<file path="src/hdl/y86dec_pkg.sv">
// Shared types, opcode codes and the opcode classification function for the
// Y86-64 byte decoder. No dependencies; imported by every module of the block.
`default_nettype none

package y86dec_pkg;

  // Instruction codes (high nibble of the opcode byte)
  localparam logic [3:0] ICODE_HALT   = 4'h0;
  localparam logic [3:0] ICODE_NOP    = 4'h1;
  localparam logic [3:0] ICODE_RRMOVQ = 4'h2;
  localparam logic [3:0] ICODE_IRMOVQ = 4'h3;
  localparam logic [3:0] ICODE_RMMOVQ = 4'h4;
  localparam logic [3:0] ICODE_MRMOVQ = 4'h5;
  localparam logic [3:0] ICODE_OPQ    = 4'h6;
  localparam logic [3:0] ICODE_JXX    = 4'h7;
  localparam logic [3:0] ICODE_CALL   = 4'h8;
  localparam logic [3:0] ICODE_RET    = 4'h9;
  localparam logic [3:0] ICODE_PUSHQ  = 4'hA;
  localparam logic [3:0] ICODE_POPQ   = 4'hB;
  localparam logic [3:0] ICODE_IOPQ   = 4'hC;

  // Highest legal function code per family
  localparam logic [3:0] FN_MAX_OPQ  = 4'd3;
  localparam logic [3:0] FN_MAX_JXX  = 4'd6;
  localparam logic [3:0] FN_MAX_IOPQ = 4'd3;
  localparam logic [3:0] FN_NONE     = 4'd0;

  // Dense mnemonic codes
  localparam logic [4:0] MN_HALT   = 5'd0;
  localparam logic [4:0] MN_NOP    = 5'd1;
  localparam logic [4:0] MN_RRMOVQ = 5'd2;
  localparam logic [4:0] MN_IRMOVQ = 5'd3;
  localparam logic [4:0] MN_RMMOVQ = 5'd4;
  localparam logic [4:0] MN_MRMOVQ = 5'd5;
  localparam logic [4:0] MN_OPQ    = 5'd6;
  localparam logic [4:0] MN_JXX    = 5'd10;
  localparam logic [4:0] MN_CALL   = 5'd17;
  localparam logic [4:0] MN_RET    = 5'd18;
  localparam logic [4:0] MN_PUSHQ  = 5'd19;
  localparam logic [4:0] MN_POPQ   = 5'd20;
  localparam logic [4:0] MN_IOPQ   = 5'd21;
  localparam logic [4:0] MN_LAST   = 5'd24;

  // Instruction lengths
  localparam logic [3:0] LEN_1  = 4'd1;
  localparam logic [3:0] LEN_2  = 4'd2;
  localparam logic [3:0] LEN_9  = 4'd9;
  localparam logic [3:0] LEN_10 = 4'd10;

  // Result status codes
  localparam logic [1:0] ST_OK    = 2'd0;
  localparam logic [1:0] ST_INV   = 2'd1;
  localparam logic [1:0] ST_REG15 = 2'd2;
  localparam logic [1:0] ST_TRUNC = 2'd3;

  localparam logic [3:0] REG_NONE  = 4'hF;
  localparam logic [7:0] REGB_NONE = 8'hFF;

  typedef struct packed {
    logic [7:0] code_byte;
    logic       end_of_stream;
  } in_t;

  typedef struct packed {
    logic [4:0]  mnemonic;
    logic [3:0]  reg_a;
    logic [3:0]  reg_b;
    logic [63:0] constant_value;
    logic [3:0]  instr_length;
    logic [1:0]  status;
  } out_t;

  // Opcode classification
  typedef struct packed {
    logic       valid;
    logic [4:0] mnem;
    logic [3:0] len;
    logic       use_a;
    logic       use_b;
  } dec_t;

  // Tagged byte handed from the front to the back
  typedef struct packed {
    logic [7:0] data;       // the code byte
    logic       first;      // opcode byte: clear register/constant collection
    logic       is_reg;     // register byte
    logic       is_const;   // constant byte
    logic [2:0] kidx;       // constant byte position, little endian
    logic       emit;       // this byte closes a record
    logic       chk_reg;    // apply the register 15 check on close
    logic [1:0] status;     // status unless the register check fires
    logic [4:0] mnem;
    logic [3:0] len;
    logic       use_a;
    logic       use_b;
  } rec_t;

  function automatic dec_t decode_op(input logic [7:0] op);
    dec_t       d;
    logic [3:0] ic;
    logic [3:0] fn;
    ic = op[7:4];
    fn = op[3:0];
    d  = '{valid: 1'b0, mnem: MN_HALT, len: LEN_1, use_a: 1'b0, use_b: 1'b0};
    case (ic)
      ICODE_HALT: begin
        d.mnem = MN_HALT; d.len = LEN_1; d.valid = (fn == FN_NONE);
      end
      ICODE_NOP: begin
        d.mnem = MN_NOP; d.len = LEN_1; d.valid = (fn == FN_NONE);
      end
      ICODE_RRMOVQ: begin
        d.mnem = MN_RRMOVQ; d.len = LEN_2; d.use_a = 1'b1; d.use_b = 1'b1;
        d.valid = (fn == FN_NONE);
      end
      ICODE_IRMOVQ: begin
        d.mnem = MN_IRMOVQ; d.len = LEN_10; d.use_b = 1'b1; d.valid = (fn == FN_NONE);
      end
      ICODE_RMMOVQ: begin
        d.mnem = MN_RMMOVQ; d.len = LEN_10; d.use_a = 1'b1; d.use_b = 1'b1;
        d.valid = (fn == FN_NONE);
      end
      ICODE_MRMOVQ: begin
        d.mnem = MN_MRMOVQ; d.len = LEN_10; d.use_a = 1'b1; d.use_b = 1'b1;
        d.valid = (fn == FN_NONE);
      end
      ICODE_OPQ: begin
        d.mnem = MN_OPQ + {1'b0, fn}; d.len = LEN_2; d.use_a = 1'b1; d.use_b = 1'b1;
        d.valid = (fn <= FN_MAX_OPQ);
      end
      ICODE_JXX: begin
        d.mnem = MN_JXX + {1'b0, fn}; d.len = LEN_9; d.valid = (fn <= FN_MAX_JXX);
      end
      ICODE_CALL: begin
        d.mnem = MN_CALL; d.len = LEN_9; d.valid = (fn == FN_NONE);
      end
      ICODE_RET: begin
        d.mnem = MN_RET; d.len = LEN_1; d.valid = (fn == FN_NONE);
      end
      ICODE_PUSHQ: begin
        d.mnem = MN_PUSHQ; d.len = LEN_2; d.use_a = 1'b1; d.valid = (fn == FN_NONE);
      end
      ICODE_POPQ: begin
        d.mnem = MN_POPQ; d.len = LEN_2; d.use_a = 1'b1; d.valid = (fn == FN_NONE);
      end
      ICODE_IOPQ: begin
        d.mnem = MN_IOPQ + {1'b0, fn}; d.len = LEN_10; d.use_b = 1'b1;
        d.valid = (fn <= FN_MAX_IOPQ);
      end
      default: d.valid = 1'b0;
    endcase
    // invalid opcodes collapse to a one-byte record
    if (!d.valid) begin
      d.mnem  = MN_HALT;
      d.len   = LEN_1;
      d.use_a = 1'b0;
      d.use_b = 1'b0;
    end
    return d;
  endfunction

endpackage

`default_nettype wire

</file>
<file path="src/hdl/y86dec_front.sv">
// Front end: accepts code bytes, tracks instruction boundaries and tags each
// byte with its role. Depends on y86dec_pkg.
`default_nettype none

module y86dec_front (
  input  wire logic              clk,
  input  wire logic              rst_n,
  input  wire logic              in_valid,
  output      logic              in_ready,
  input  wire y86dec_pkg::in_t   in_data,
  input  wire logic              q_full,
  output      logic              q_push,
  output      y86dec_pkg::rec_t  q_rec
);
  import y86dec_pkg::*;

  logic       busy_r,    busy_nxt;
  logic [3:0] cnt_r,     cnt_nxt;
  logic [3:0] exp_r,     exp_nxt;
  logic [4:0] mnem_r,    mnem_nxt;
  logic       use_a_r,   use_a_nxt;
  logic       use_b_r,   use_b_nxt;
  logic       has_reg_r, has_reg_nxt;

  dec_t       d;
  logic [3:0] cnt_inc;
  logic [3:0] kpos;
  logic       done;

  assign in_ready = !q_full;
  assign q_push   = in_valid && in_ready;

  assign d       = decode_op(in_data.code_byte);
  assign cnt_inc = cnt_r + 4'd1;
  assign kpos    = cnt_r - (has_reg_r ? 4'd2 : 4'd1);
  assign done    = (cnt_inc >= exp_r);

  // Tag the byte and work out the next boundary state
  always_comb begin
    busy_nxt    = busy_r;
    cnt_nxt     = cnt_r;
    exp_nxt     = exp_r;
    mnem_nxt    = mnem_r;
    use_a_nxt   = use_a_r;
    use_b_nxt   = use_b_r;
    has_reg_nxt = has_reg_r;
    q_rec       = '0;
    q_rec.data  = in_data.code_byte;

    if (!busy_r) begin
      // opcode byte
      q_rec.first = 1'b1;
      q_rec.mnem  = d.mnem;
      q_rec.len   = LEN_1;
      q_rec.use_a = d.use_a;
      q_rec.use_b = d.use_b;
      if (!d.valid) begin
        q_rec.emit   = 1'b1;
        q_rec.status = ST_INV;
      end else if (d.len == LEN_1) begin
        q_rec.emit   = 1'b1;
        q_rec.status = ST_OK;
      end else if (in_data.end_of_stream) begin
        q_rec.emit   = 1'b1;
        q_rec.status = ST_TRUNC;
      end else if (q_push) begin
        busy_nxt    = 1'b1;
        cnt_nxt     = 4'd1;
        exp_nxt     = d.len;
        mnem_nxt    = d.mnem;
        use_a_nxt   = d.use_a;
        use_b_nxt   = d.use_b;
        has_reg_nxt = (d.len == LEN_2) || (d.len == LEN_10);
      end
    end else begin
      // register or constant byte
      q_rec.mnem     = mnem_r;
      q_rec.use_a    = use_a_r;
      q_rec.use_b    = use_b_r;
      q_rec.is_reg   = has_reg_r && (cnt_r == 4'd1);
      q_rec.is_const = !(has_reg_r && (cnt_r == 4'd1));
      q_rec.kidx     = kpos[2:0];
      if (done) begin
        q_rec.emit    = 1'b1;
        q_rec.chk_reg = 1'b1;
        q_rec.status  = ST_OK;
        q_rec.len     = exp_r;
      end else if (in_data.end_of_stream) begin
        q_rec.emit   = 1'b1;
        q_rec.status = ST_TRUNC;
        q_rec.len    = cnt_inc;
      end else begin
        q_rec.len = cnt_inc;
      end
      if (q_push) begin
        if (done || in_data.end_of_stream) begin
          busy_nxt = 1'b0;
          cnt_nxt  = 4'd0;
          exp_nxt  = 4'd0;
        end else begin
          cnt_nxt = cnt_inc;
        end
      end
    end
  end

  always_ff @(posedge clk) begin
    if (!rst_n) begin
      busy_r <= 1'b0;
      cnt_r  <= 4'd0;
      exp_r  <= 4'd0;
    end else begin
      busy_r <= busy_nxt;
      cnt_r  <= cnt_nxt;
      exp_r  <= exp_nxt;
    end
  end

  // Per-instruction attributes, loaded on the opcode byte
  always_ff @(posedge clk) begin
    mnem_r    <= mnem_nxt;
    use_a_r   <= use_a_nxt;
    use_b_r   <= use_b_nxt;
    has_reg_r <= has_reg_nxt;
  end

endmodule

`default_nettype wire

</file>
<file path="src/hdl/y86dec_queue.sv">
// Two-entry queue of tagged bytes between the front and back ends.
// Depends on y86dec_pkg.
`default_nettype none

module y86dec_queue (
  input  wire logic              clk,
  input  wire logic              rst_n,
  input  wire logic              push,
  input  wire y86dec_pkg::rec_t  push_rec,
  output      logic              full,
  input  wire logic              pop,
  output      logic              not_empty,
  output      y86dec_pkg::rec_t  head_rec
);
  import y86dec_pkg::*;

  rec_t       slot_r [2];
  logic       wr_ptr_r, wr_ptr_nxt;
  logic       rd_ptr_r, rd_ptr_nxt;
  logic [1:0] fill_r,   fill_nxt;

  assign full      = (fill_r == 2'd2);
  assign not_empty = (fill_r != 2'd0);
  assign head_rec  = slot_r[rd_ptr_r];

  // Pointer and fill count update
  always_comb begin
    wr_ptr_nxt = push ? ~wr_ptr_r : wr_ptr_r;
    rd_ptr_nxt = pop  ? ~rd_ptr_r : rd_ptr_r;
    fill_nxt   = fill_r + {1'b0, push} - {1'b0, pop};
  end

  always_ff @(posedge clk) begin
    if (!rst_n) begin
      wr_ptr_r <= 1'b0;
      rd_ptr_r <= 1'b0;
      fill_r   <= 2'd0;
    end else begin
      wr_ptr_r <= wr_ptr_nxt;
      rd_ptr_r <= rd_ptr_nxt;
      fill_r   <= fill_nxt;
    end
  end

  always_ff @(posedge clk) begin
    if (push) begin
      slot_r[wr_ptr_r] <= push_rec;
    end
  end

endmodule

`default_nettype wire

</file>
<file path="src/hdl/y86dec_back.sv">
// Back end: collects the register byte and constant, builds the decoded
// record and holds it in the output register. Depends on y86dec_pkg.
`default_nettype none

module y86dec_back (
  input  wire logic              clk,
  input  wire logic              rst_n,
  input  wire logic              q_not_empty,
  input  wire y86dec_pkg::rec_t  q_rec,
  output      logic              q_pop,
  output      logic              out_valid,
  input  wire logic              out_ready,
  output      y86dec_pkg::out_t  out_data
);
  import y86dec_pkg::*;

  logic [7:0]  regb_r, regb_nxt;
  logic [63:0] acc_r,  acc_nxt;
  logic        out_valid_r, out_valid_nxt;
  out_t        out_data_r,  out_data_nxt;

  logic [7:0]  regb_cur;
  logic [63:0] acc_base;
  logic [63:0] acc_cur;
  logic        reg_bad;
  logic        load_out;

  // Byte is taken unless it closes a record and the output is still held
  assign q_pop    = q_not_empty && (!q_rec.emit || !out_valid_r || out_ready);
  assign load_out = q_pop && q_rec.emit;

  // Merge the current byte into the collected fields
  always_comb begin
    regb_cur = q_rec.first ? REGB_NONE : regb_r;
    if (q_rec.is_reg) begin
      regb_cur = q_rec.data;
    end
    acc_base = q_rec.first ? 64'd0 : acc_r;
    acc_cur  = acc_base;
    if (q_rec.is_const) begin
      acc_cur = acc_base | ({56'd0, q_rec.data} << {q_rec.kidx, 3'b000});
    end
    reg_bad = (q_rec.use_a && (regb_cur[7:4] == REG_NONE)) ||
              (q_rec.use_b && (regb_cur[3:0] == REG_NONE));
  end

  // Collection state and output register next values
  always_comb begin
    regb_nxt      = regb_r;
    acc_nxt       = acc_r;
    out_valid_nxt = out_valid_r;
    out_data_nxt  = out_data_r;
    if (out_valid_r && out_ready) begin
      out_valid_nxt = 1'b0;
    end
    if (q_pop) begin
      if (q_rec.emit) begin
        regb_nxt = REGB_NONE;
        acc_nxt  = 64'd0;
      end else begin
        regb_nxt = regb_cur;
        acc_nxt  = acc_cur;
      end
    end
    if (load_out) begin
      out_valid_nxt               = 1'b1;
      out_data_nxt.mnemonic       = q_rec.mnem;
      out_data_nxt.reg_a          = regb_cur[7:4];
      out_data_nxt.reg_b          = regb_cur[3:0];
      out_data_nxt.constant_value = acc_cur;
      out_data_nxt.instr_length   = q_rec.len;
      out_data_nxt.status         = (q_rec.chk_reg && reg_bad) ? ST_REG15 : q_rec.status;
    end
  end

  always_ff @(posedge clk) begin
    if (!rst_n) begin
      out_valid_r <= 1'b0;
      regb_r      <= REGB_NONE;
      acc_r       <= 64'd0;
    end else begin
      out_valid_r <= out_valid_nxt;
      regb_r      <= regb_nxt;
      acc_r       <= acc_nxt;
    end
  end

  always_ff @(posedge clk) begin
    out_data_r <= out_data_nxt;
  end

  assign out_valid = out_valid_r;
  assign out_data  = out_data_r;

endmodule

`default_nettype wire

</file>
<file path="src/hdl/y86_instruction_byte_decoder.sv">
// Top level of the Y86-64 byte decoder: front end, two-entry queue, back end.
// Depends on y86dec_pkg, y86dec_front, y86dec_queue and y86dec_back.
//
//   channel | direction | payload        | meaning
//   in_     | input     | in_t   (9 b)   | one code byte, end-of-stream flag
//   out_    | output    | out_t  (83 b)  | one decoded instruction record
//
// One code byte per cycle is sustained while out_ is not stalled; a record
// enters the output register in the cycle after its last byte is taken from
// the queue (the byte passes a queue slot, then the output register).
// Reset is synchronous, active low, and clears the boundary tracker, the
// queue and the output valid flag. A stall at out_ blocks only bytes that
// close a record; the queue absorbs two bytes before in_ready drops.
`default_nettype none

module y86_instruction_byte_decoder (
  input  wire logic              clk,
  input  wire logic              rst_n,
  input  wire logic              in_valid,
  output      logic              in_ready,
  input  wire y86dec_pkg::in_t   in_data,
  output      logic              out_valid,
  input  wire logic              out_ready,
  output      y86dec_pkg::out_t  out_data
);
  import y86dec_pkg::*;

  logic q_push;
  logic q_full;
  logic q_pop;
  logic q_not_empty;
  rec_t push_rec;
  rec_t head_rec;

  y86dec_front u_front (
    .clk      (clk),
    .rst_n    (rst_n),
    .in_valid (in_valid),
    .in_ready (in_ready),
    .in_data  (in_data),
    .q_full   (q_full),
    .q_push   (q_push),
    .q_rec    (push_rec)
  );

  y86dec_queue u_queue (
    .clk       (clk),
    .rst_n     (rst_n),
    .push      (q_push),
    .push_rec  (push_rec),
    .full      (q_full),
    .pop       (q_pop),
    .not_empty (q_not_empty),
    .head_rec  (head_rec)
  );

  y86dec_back u_back (
    .clk         (clk),
    .rst_n       (rst_n),
    .q_not_empty (q_not_empty),
    .q_rec       (head_rec),
    .q_pop       (q_pop),
    .out_valid   (out_valid),
    .out_ready   (out_ready),
    .out_data    (out_data)
  );

endmodule

`default_nettype wire

</file>
<file path="config.mk">
export PLATFORM = sky130hd
export DESIGN_NAME = y86_instruction_byte_decoder
export DESIGN_NICKNAME = d
export VERILOG_FILES = /design/src/hdl/y86dec_pkg.sv /design/src/hdl/y86dec_front.sv /design/src/hdl/y86dec_queue.sv /design/src/hdl/y86dec_back.sv /design/src/hdl/y86_instruction_byte_decoder.sv
export SDC_FILE = /design/constraint.sdc
export NUM_CORES = 1
export LEC_CHECK = 0
export BUFFER_PORTS_ARGS = -buffer_cell sky130_fd_sc_hd__buf_2
export CAP_MARGIN = 15
export CORE_MARGIN = 1
export CORE_UTILIZATION = 50
export CTS_BUF_LIST = sky130_fd_sc_hd__clkbuf_4
export CTS_CLUSTER_DIAMETER = 60
export DETAILED_ROUTE_END_ITERATION = 10
export GPL_ROUTABILITY_DRIVEN = 0
export PLACE_DENSITY = 0.68
export SYNTH_ARGS = -nofsm -noshare
export SYNTH_HDL_FRONTEND = slang
export SYNTH_SLANG_ARGS = --single-unit
</file>
<file path="constraint.sdc">
create_clock -name clk -period 15.2 [get_ports clk]
set_clock_uncertainty 0.05 [all_clocks]
set_input_delay 3.04 -clock clk [delete_from_list [all_inputs] [get_ports clk]]
set_output_delay 3.04 -clock clk [all_outputs]
set_load 0.02 [all_outputs]
</file>
==> flow_summary.toml, run 1 <==
[run_status]
status = "complete, no violations"

[setup_path]
slowest_stage = "buf_4"
worstPathRequired_ns = 15.40
cp_data_arrival_time_ns = 4.99
worst_path_most_repeated_cell = "buf_4"
cp-end-kind = "register"
worst-setup-path-type = "input port to register"
critPathBufInv = 3
slowest_delay_ns = 0.72
crit_fanout = 73
reg2reg_depth = 6
path_delay_family = "buffers and inverters"
path_cells = "buf_2 > nand2b_1 > o22ai_4 > buf_4 > nor2_4 > buf_4"
path_depth = 6
critical_path.startpoint_type = "input port"

[yosys]
synth_cell_types = 63
synth_top_area_share_pct = 44.28
syn_area_um2 = 10100
syn_inst = 822
synth-async-reset-ratio_pct = 0
yosys.cell_count.top_type = "edfxtp_1"
synth_top_area_cell = "edfxtp_1"
synthFlopType = "edfxtp_1"
yosysSeqAreaShare_pct = 61.32
synth_commonest_cells = "edfxtp_1 (149), dfxtp_1 (86), nor2b_1 (75), a22oi_1 (65), nand2_1 (60)"
synth_edf_count = 149
synthTopCellsByArea = "edfxtp_1 (44%), dfxtp_1 (17%), a22oi_1 (4.8%)"
synth-seq-cells = 235
synth_nets = 850
synth_warnings = 0
syn_area_per_cell_um2 = 12.29

[drt]
route.detailed.drc = 0
routedWlPerCell_um = 17.15
vias = 6901
avgViaCountPerCell = 5.547
ant_nets = 0
drt_iter0_drc = 549
finalWirelength_um = 21340
first_pass_iters = 5

[sta]
setup_viol = 0
drv_slew = 0
fin_tns_setup_ns = 0
timing.fmax_mhz = 208.8
min_period_ns = 4.789
setup_ws_ns = 10.41
hold_viol_final = 0
slew_headroom_pct = 42.12
worstMarginPinSlew_ns = 0.8682
fin_crit_sh_pct = 31.50
rsz0062_at_grt = "no"

[global_routing]
grt_max_degree = 85
grt_overflow = 0
grt_pass1_vias = 6399
grt_pass1_wl_um = 33620
antenna_found_initial = 1
track_usage_pct = 21.14

[layout]
n_fill_cell = 1697
multi_input_area_um2 = 3605
nets = 959
seq_area_um2 = 6197
drive_gt1_share_pct = 24.13
stdcell_count = 1244
syn2layout_area_growth_pct = 14.15

[die]
core_um2 = 19650
initial_core_util_pct = 51.41
die_height_um = 144.2
die_w_um = 144.2
die_area_um2 = 20780
num_rows = 51
io-pin-count = 98

[clock_network]
cts_hold_buf = 0
cts_tree = "done"
root_buffer = "clkbuf_4"
post_cts_resize_count = 0
cts_max_level = 2
cts_buffers = 58
clk_latency_ns = 0.68
cts.sinks = 235
cts.reportedPaths.clkPinSlew_ns = 0.07
post_cts_buffers = 0
clk_path_buf_depth = 3

[power]
peakVddDrop_mv = 0.08614
p_leak_nw = 4.098
switching_share_pct = 33.97
pwr-share-seq_pct = 45.5
power_density_nw_per_um2 = 167.1
combPwrFrac_pct = 27.4
clkPwrFrac_pct = 27.1
power.internal_mw = 1.273
p_switching_mw = 0.6548

[placed_design]
portBuffers = 97
dp_worst_setup_slack_ns = 9.741
dpl.hpwl_um = 13300
dp_cells = 1136

[min_path]
hold_path_depth = 2
hold_class = "register to register"

[job]
drv_cap = 0
-- kinds of logic after synthesis --
group | synth area share [%]
mux | 4.569
fa+ha+maj | 2.006
xor+xnor | 0.8668
buf+inv | 3.393
simple gates | 12.26
compound gates | 15.59
flops | 61.32
-- layout make-up --
cell class	instances	share of cell area, %
sequential	235	53.73
multi-input combinational	508	31.25
clock buffer	89	5.792
timing repair buffer	105	4.729
tap	265	2.875
clock inverter	18	0.8569
inverter	23	0.7485
antenna	1	0.02169
-- stage by stage --
stage / power [mW] / cell area, µm² / utilization (%) / hold WS [ns]
after detailed placement: 1.423 / 10770 / 54.77 / 0.4371
after CTS: 1.950 / 11530 / 58.68 / 0.4560
after floorplan: 1.262 / 10100 / - / 0.4072
after global placement: 1.422 / 10770 / 54.77 / 0.4319
final: 1.928 / 11530 / 58.69 / 0.4541
after global routing: 2.032 / 11530 / 58.69 / 0.4913
-- flip-flops by register name, indices dropped and copies added (netlist names), named ones only --
register / count
u_back.out_valid: 1
u_queue.slot_r: 58
u_front.has_reg_r: 1
u_queue.rd_ptr_r: 1
u_front.use_a_r: 1
u_back.out_data: 83
u_front.mnem_r: 5
u_queue.wr_ptr_r: 1
u_front.exp_r: 3
u_front.use_b_r: 1
u_front.busy_r: 1
u_queue.fill_r: 2
u_front.cnt_r: 4
u_back.regb_r: 8
u_back.acc_r: 64
-- path summary, 6_finish.rpt --
kind,start,endpoint,slack (ns)
setup / recovery,out_ready,u_back.out_data[76],10.41
hold / removal,u_back.regb_r[6],u_back.regb_r[6],0.45
setup reg to reg,register,u_back.out_data[76],11.36
hold reg to reg,u_back.regb_r[6],u_back.regb_r[6],0.45
-- layout by cell type (no fill, tap or decap), types with 16 or more instances in the layout --
| master | instances |
|---|---|
| edfxtp_1 | 149 |
| nand2_1 | 60 |
| clkinv_1 | 16 |
| mux2i_1 | 17 |
| buf_2 | 97 |
| dfxtp_1 | 85 |
| clkbuf_4 | 89 |
| mux2_2 | 23 |
| o21ai_0 | 43 |
| nor2_1 | 24 |
| nor2b_1 | 74 |
| a32o_1 | 27 |
| inv_1 | 21 |
| a22oi_1 | 65 |
-- worst register-to-register path: cells and delay by family, from the launching register on --
family	cells	cell delay, ns
muxes	1	0.77
and+or+nand+nor	1	0.45
DFF	1	0.31
AOI/OAI and AO/OA	1	0.14
buffers and inverters	3	1.64
-- power by group through the flow --
stage | sequential (mW) | clock (mW) | combinational, mW
after global routing | 0.892 | 0.567 | 0.573
after CTS | 0.880 | 0.538 | 0.532
final | 0.878 | 0.522 | 0.528
after detailed placement | 0.893 | 0 | 0.530
after global placement | 0.891 | 0 | 0.530
after floorplan | 1.01 | 0 | 0.250
-- layer usage --
| layer | global-route usage [%] | vias up | wire length [µm] |
|---|---|---|---|
| li1 | - | 3349 | - |
| met5 | 0 | - | 0 |
| met4 | 10.25 | 0 | 578 |
| met2 | 33.41 | 235 | 10190 |
| met1 | 28.32 | 3279 | 9521 |
| met3 | 3.576 | 38 | 1045 |
(Power assumes the default switching activity.)
==> run 2, diff against run 1 <==
--- a/config.mk
+++ b/config.mk
@@ -13,7 +13,7 @@
 export CTS_CLUSTER_DIAMETER = 60
 export DETAILED_ROUTE_END_ITERATION = 10
 export GPL_ROUTABILITY_DRIVEN = 0
-export PLACE_DENSITY = 0.68
+export PLACE_DENSITY = 0.71
 export SYNTH_ARGS = -nofsm -noshare
 export SYNTH_HDL_FRONTEND = slang
 export SYNTH_SLANG_ARGS = --single-unit
==> constraint.sdc (replaced) <==
create_clock -name clk -period 4.1 [get_ports clk]
set_clock_uncertainty 0.05 [all_clocks]
set_input_delay 0.82 -clock clk [delete_from_list [all_inputs] [get_ports clk]]
set_output_delay 0.82 -clock clk [all_outputs]
set_load 0.02 [all_outputs]
==> run 2 against run 1 <==
Compared with the run above:
- setup slack worse by 9.2 ns
- clock-buffer cell count decreased by 4
- register-to-register slack got worse by 10 ns
- hold slack got worse by 0.018 ns
- wire length is 1.3% higher
- largest power group unchanged
- largest cell class unchanged
- sequential power grew to 3.7 times the previous value
- clock power rose to 3.7 times the previous value
- die area is the same
- via count is 1.3% higher
- critical path depth did not move
- cell count is 0.32% higher
==> flow_summary.toml, run 2 (same netlist as run 1, synthesis figures left out) <==
[global_routing]
grt_pass1_wl_um = 33770
track_usage_pct = 21.08
antenna_found_initial = 1
grt_overflow = 0
grt_pass1_vias = 6505
grt_max_degree = 71

[die]
die_w_um = 144.2
num_rows = 51
die_height_um = 144.2
initial_core_util_pct = 51.41
die_area_um2 = 20780
core_um2 = 19650
io-pin-count = 98

[clock_network]
cts_tree = "done"
root_buffer = "clkbuf_4"
cts.sinks = 235
post_cts_buffers = 0
cts_buffers = 58
cts_max_level = 2
clk_path_buf_depth = 3
cts.reportedPaths.clkPinSlew_ns = 0.07
clk_latency_ns = 0.64
post_cts_resize_count = 0
cts_hold_buf = 0

[setup_path]
worst-setup-path-type = "register to register"
path_depth = 6
path_cells = "mux2i_1 > o22ai_4 > nor2_4 > buf_4 > nor2b_1 > nand2_1"
slowest_stage = "dfxtp_2"
crit_end = "u_back.regb_r[1]"
path_delay_family = "flip-flops"
cp_data_arrival_time_ns = 3.39
rrSetupSlack_ns = 1.24
reg2reg_depth = 6
slowest_delay_ns = 0.84
critPathBufInv = 1
critical_path.startpoint_type = "register"
cp-end-kind = "register"
crit_fanout = 61
timing.rr.end = "u_back.regb_r[1]"
worstPathRequired_ns = 4.62

[job]
drv_cap = 0

[sta]
min_period_ns = 2.865
timing.fmax_mhz = 349.1
rsz0062_at_grt = "no"
slew_headroom_pct = 43.79
setup_viol = 0
hold_viol_final = 0
fin_tns_setup_ns = 0
worstMarginPinSlew_ns = 0.8411
fin_crit_sh_pct = 69.87
drv_slew = 0

[layout]
final_cell_mix = "edfxtp_1 (149), buf_2 (97), clkbuf_4 (85), dfxtp_1 (85), nor2b_1 (74)"
largest_register_ffs = 83
stdcell_count = 1248
utilization_pct = 58.77
layout_commonest_cell = "edfxtp_1"
drive_gt1_share_pct = 24.24
nets = 962
syn2layout_area_growth_pct = 14.30
final_cell_area_um2 = 11550

[placed_design]
placed_area_um2 = 10790
dp_cells = 1139
dpl.hpwl_um = 13550
portBuffers = 97

[drt]
first_pass_iters = 5
finalWirelength_um = 21610
drt_iter0_drc = 526
vias = 6991
ant_nets = 0
routedWlPerCell_um = 17.31
avgViaCountPerCell = 5.602
route.detailed.drc = 0

[power]
p_leak_nw = 4.109
total_power_mw = 7.145
peakVddDrop_mv = 0.3741
power_density_nw_per_um2 = 618.6

[run_status]
status = "complete, no violations"

[min_path]
hold_class = "input port to register"
hold_path_depth = 1
## run 2: cell types whose count changed in the layout (fill, tap and decap cells not counted), sizes merged
| cell | previous run | this run |
|---|---|---|
| clkinv | 17 | 22 |
| buf | 105 | 108 |
| clkbuf | 89 | 85 |
## run 2: through the flow
| stage | worst slack [ns] | hold slack [ns] |
|---|---|---|
| 3_5_place_dp | 1.193 | 0.4376 |
| 3_3_place_gp | 1.265 | 0.4305 |
| 4_1_cts | 1.171 | 0.3767 |
| 2_1_floorplan | 0.3026 | 0.4072 |
| 6_report | 1.235 | 0.4364 |
| 5_1_grt | 0.9226 | 0.3813 |
## run 2: cell type report
cell class	count	area, µm²
fill	1668	8104
sequential	235	6197
antenna	1	2.502
tap	265	331.6
timing repair buffer	108	568.0
clock inverter	23	121.4
clock buffer	85	638.1
inverter	23	86.33
multi-input combinational	508	3605
## run 2: worst register-to-register path: stages (launching register included)
cell     delay (ns)
dfxtp_2        0.84
mux2i_1        0.61
o22ai_4        0.18
nor2_4         0.12
buf_4          0.58
nor2b_1        0.31
nand2_1        0.13
## run 2: how the worst min path moves through the flow
stage / start / end / slack (ns)
final: in_data[1] / u_queue.slot_r[0][21] / 0.44
after floorplan: u_back.regb_r[2] / u_back.regb_r[2] / 0.41
after global routing: in_data[1] / u_queue.slot_r[0][21] / 0.38
after global placement: u_back.regb_r[7] / u_back.regb_r[7] / 0.43
after CTS: in_data[1] / u_queue.slot_r[0][21] / 0.38
after detailed placement: u_back.regb_r[6] / u_back.regb_r[6] / 0.44
## run 2: layer usage
layer,vias up,wire [µm],track usage [%]
met3,20,1260,4.305
met4,0,237,7.590
met1,3380,9646,28.72
met5,-,0,0
met2,236,10460,33.36
li1,3355,-,-
## run 2: power breakdown
part / switching [mW] / total, mW / leakage (nW) / internal [mW]
Combinational: 1.36 / 1.93 / 1.55 / 0.570
Sequential: 0.189 / 3.29 / 2.11 / 3.10
Clock: 0.902 / 1.92 / 0.448 / 1.02
Total: 2.45 / 7.14 / 4.11 / 4.69
==> run 3, diff against run 2 <==
--- a/config.mk
+++ b/config.mk
@@ -13,7 +13,7 @@
 export CTS_CLUSTER_DIAMETER = 60
 export DETAILED_ROUTE_END_ITERATION = 10
 export GPL_ROUTABILITY_DRIVEN = 0
-export PLACE_DENSITY = 0.71
+export PLACE_DENSITY = 0.68
 export SYNTH_ARGS = -nofsm -noshare
 export SYNTH_HDL_FRONTEND = slang
 export SYNTH_SLANG_ARGS = --single-unit
==> constraint.sdc (replaced) <==
create_clock -name clk -period 2.8 [get_ports clk]
set_clock_uncertainty 0.05 [all_clocks]
set_input_delay 0.56 -clock clk [delete_from_list [all_inputs] [get_ports clk]]
set_output_delay 0.56 -clock clk [all_outputs]
set_load 0.02 [all_outputs]
==> run 3 against run 2 <==
Compared with the run above:
- non-clock buffer count grew 17
- register-to-register slack lost 1.1 ns
- final area grew 1.9%
- clock power grew 54%
- critical endpoint is now u_queue.slot_r[1][3]
- core utilization grew 1.1 points
- sequential share of layout area shrank 1.0 points
==> flow_summary.toml, run 3 (same netlist as run 1, synthesis figures left out) <==
[run_status]
status = "complete, no violations"

[sta]
worst_hold_slack_ns = 0.1446
timing.fmax_mhz = 382.3
setup_viol = 0
slew_headroom_pct = 52.11
setup_ws_ns = 0.1845
fin_tns_setup_ns = 0
rsz0062_at_grt = "no"
min_period_ns = 2.616
drv_slew = 0
worstMarginPinSlew_ns = 0.6983
hold_viol_final = 0
fin_crit_sh_pct = 93.41

[setup_path]
worstSetupStartpoint = "u_front.cnt_r[2]"
worstPathRequired_ns = 3.21
worst-setup-path-type = "register to register"
rr_startpoint = "u_front.cnt_r[2]"
cp-end-kind = "register"
crit_fanout = 8
critical_path.startpoint_type = "register"
cp_data_arrival_time_ns = 3.02

[global_routing]
track_usage_pct = 21.01
grt_max_degree = 65
grt-busiest-layer = "met2"
grt_pass1_vias = 6470
grt_pass1_wl_um = 33540
grt_overflow = 0
antenna_found_initial = 1
grtUsageMet2_pct = 33.94
grtUsageMet1_pct = 27.54
met3_usage_pct = 4.801

[layout]
largest_register_ffs = 83
final_cell_mix = "edfxtp_1 (149), buf_2 (97), clkbuf_4 (93)"
stdcell_count = 1270
drive_gt1_share_pct = 26.39
n_fill_cell = 1682
nets = 981
utilization_pct = 59.91
layout_commonest_cell = "edfxtp_1"
seq_area_um2 = 6198
multi_input_area_um2 = 3616
syn2layout_area_growth_pct = 16.53
final_cell_area_um2 = 11780

[die]
io-pin-count = 98
core_um2 = 19650
die_height_um = 144.2
die_w_um = 144.2
die_area_um2 = 20780
initial_core_util_pct = 51.41
num_rows = 51

[clock_network]
clk_latency_ns = 0.67
cts.sinks = 235
cts_max_level = 2
post_cts_buffers = 0
cts_tree = "done"
cts.reportedPaths.clkPinSlew_ns = 0.06
root_buffer = "clkbuf_4"
cts_hold_buf = 0
clk_path_buf_depth = 3
post_cts_resize_count = 0
cts_buffers = 60

[drt]
route.detailed.drc = 0
drt_iter0_drc = 392
ant_nets = 0
avgViaCountPerCell = 5.513
routedWlPerCell_um = 17.00
first_pass_iters = 5
vias = 7001
finalWirelength_um = 21580

[placed_design]
dpl.hpwl_um = 13920
portBuffers = 97
dp_worst_setup_slack_ns = 0.2392
dp_cells = 1156
placed_area_um2 = 10960

[min_path]
hold_class = "input port to register"
hold_start = "in_data[2]"

[power]
p_leak_nw = 4.241
peakVddDrop_mv = 0.5099
total_power_mw = 10.72
power_density_nw_per_um2 = 910.6

[job]
drv_cap = 0
## run 3: cell count changes in the layout (fill, tap and decap cells not counted), sizes merged
cell | before | now
buf | 108 | 125
clkbuf | 85 | 93
clkinv | 22 | 20
clkinvlp | 1 | 0
## run 3: area by class of cell
cell class,count,share of cell area (%)
diodes,1,0.02125
multi-input cells,508,30.71
inverters,23,0.7332
clock inverters,20,0.9245
flip-flops and latches,235,52.64
clock buffers,93,5.929
repair buffers,125,6.227
well taps,265,2.816
## run 3: worst max-delay path, stage by stage, from the launching register on
cell	delay [ns]
dfxtp_1	0.49
nand3_1	0.14
xnor2_1	0.27
ha_1	0.32
and2_1	0.17
a221o_1	0.35
nor2_1	0.16
buf_4	0.16
nor2_1	0.04
a211oi_1	0.28
## run 3: report_power, final
| group | switching, mW | internal (mW) | total (mW) |
|---|---|---|---|
| combinational | 2.09 | 0.921 | 3.01 |
| sequential | 0.221 | 4.54 | 4.76 |
| clock | 1.35 | 1.61 | 2.95 |
## run 3: final timing paths
kind	endpoint	slack, ns	cells past startpoint
min	u_queue.slot_r[0][22]	0.14	1
max reg2reg	u_queue.slot_r[1][3]	0.18	9
min reg2reg	u_back.regb_r[1]	0.45	2
max	u_queue.slot_r[1][3]	0.18	9
## run 3: routing by layer
metal	up-vias	wire length (µm)
li1	3408	-
met1	3335	9743
met2	219	10210
met3	39	1161
met4	0	465
met5	-	0
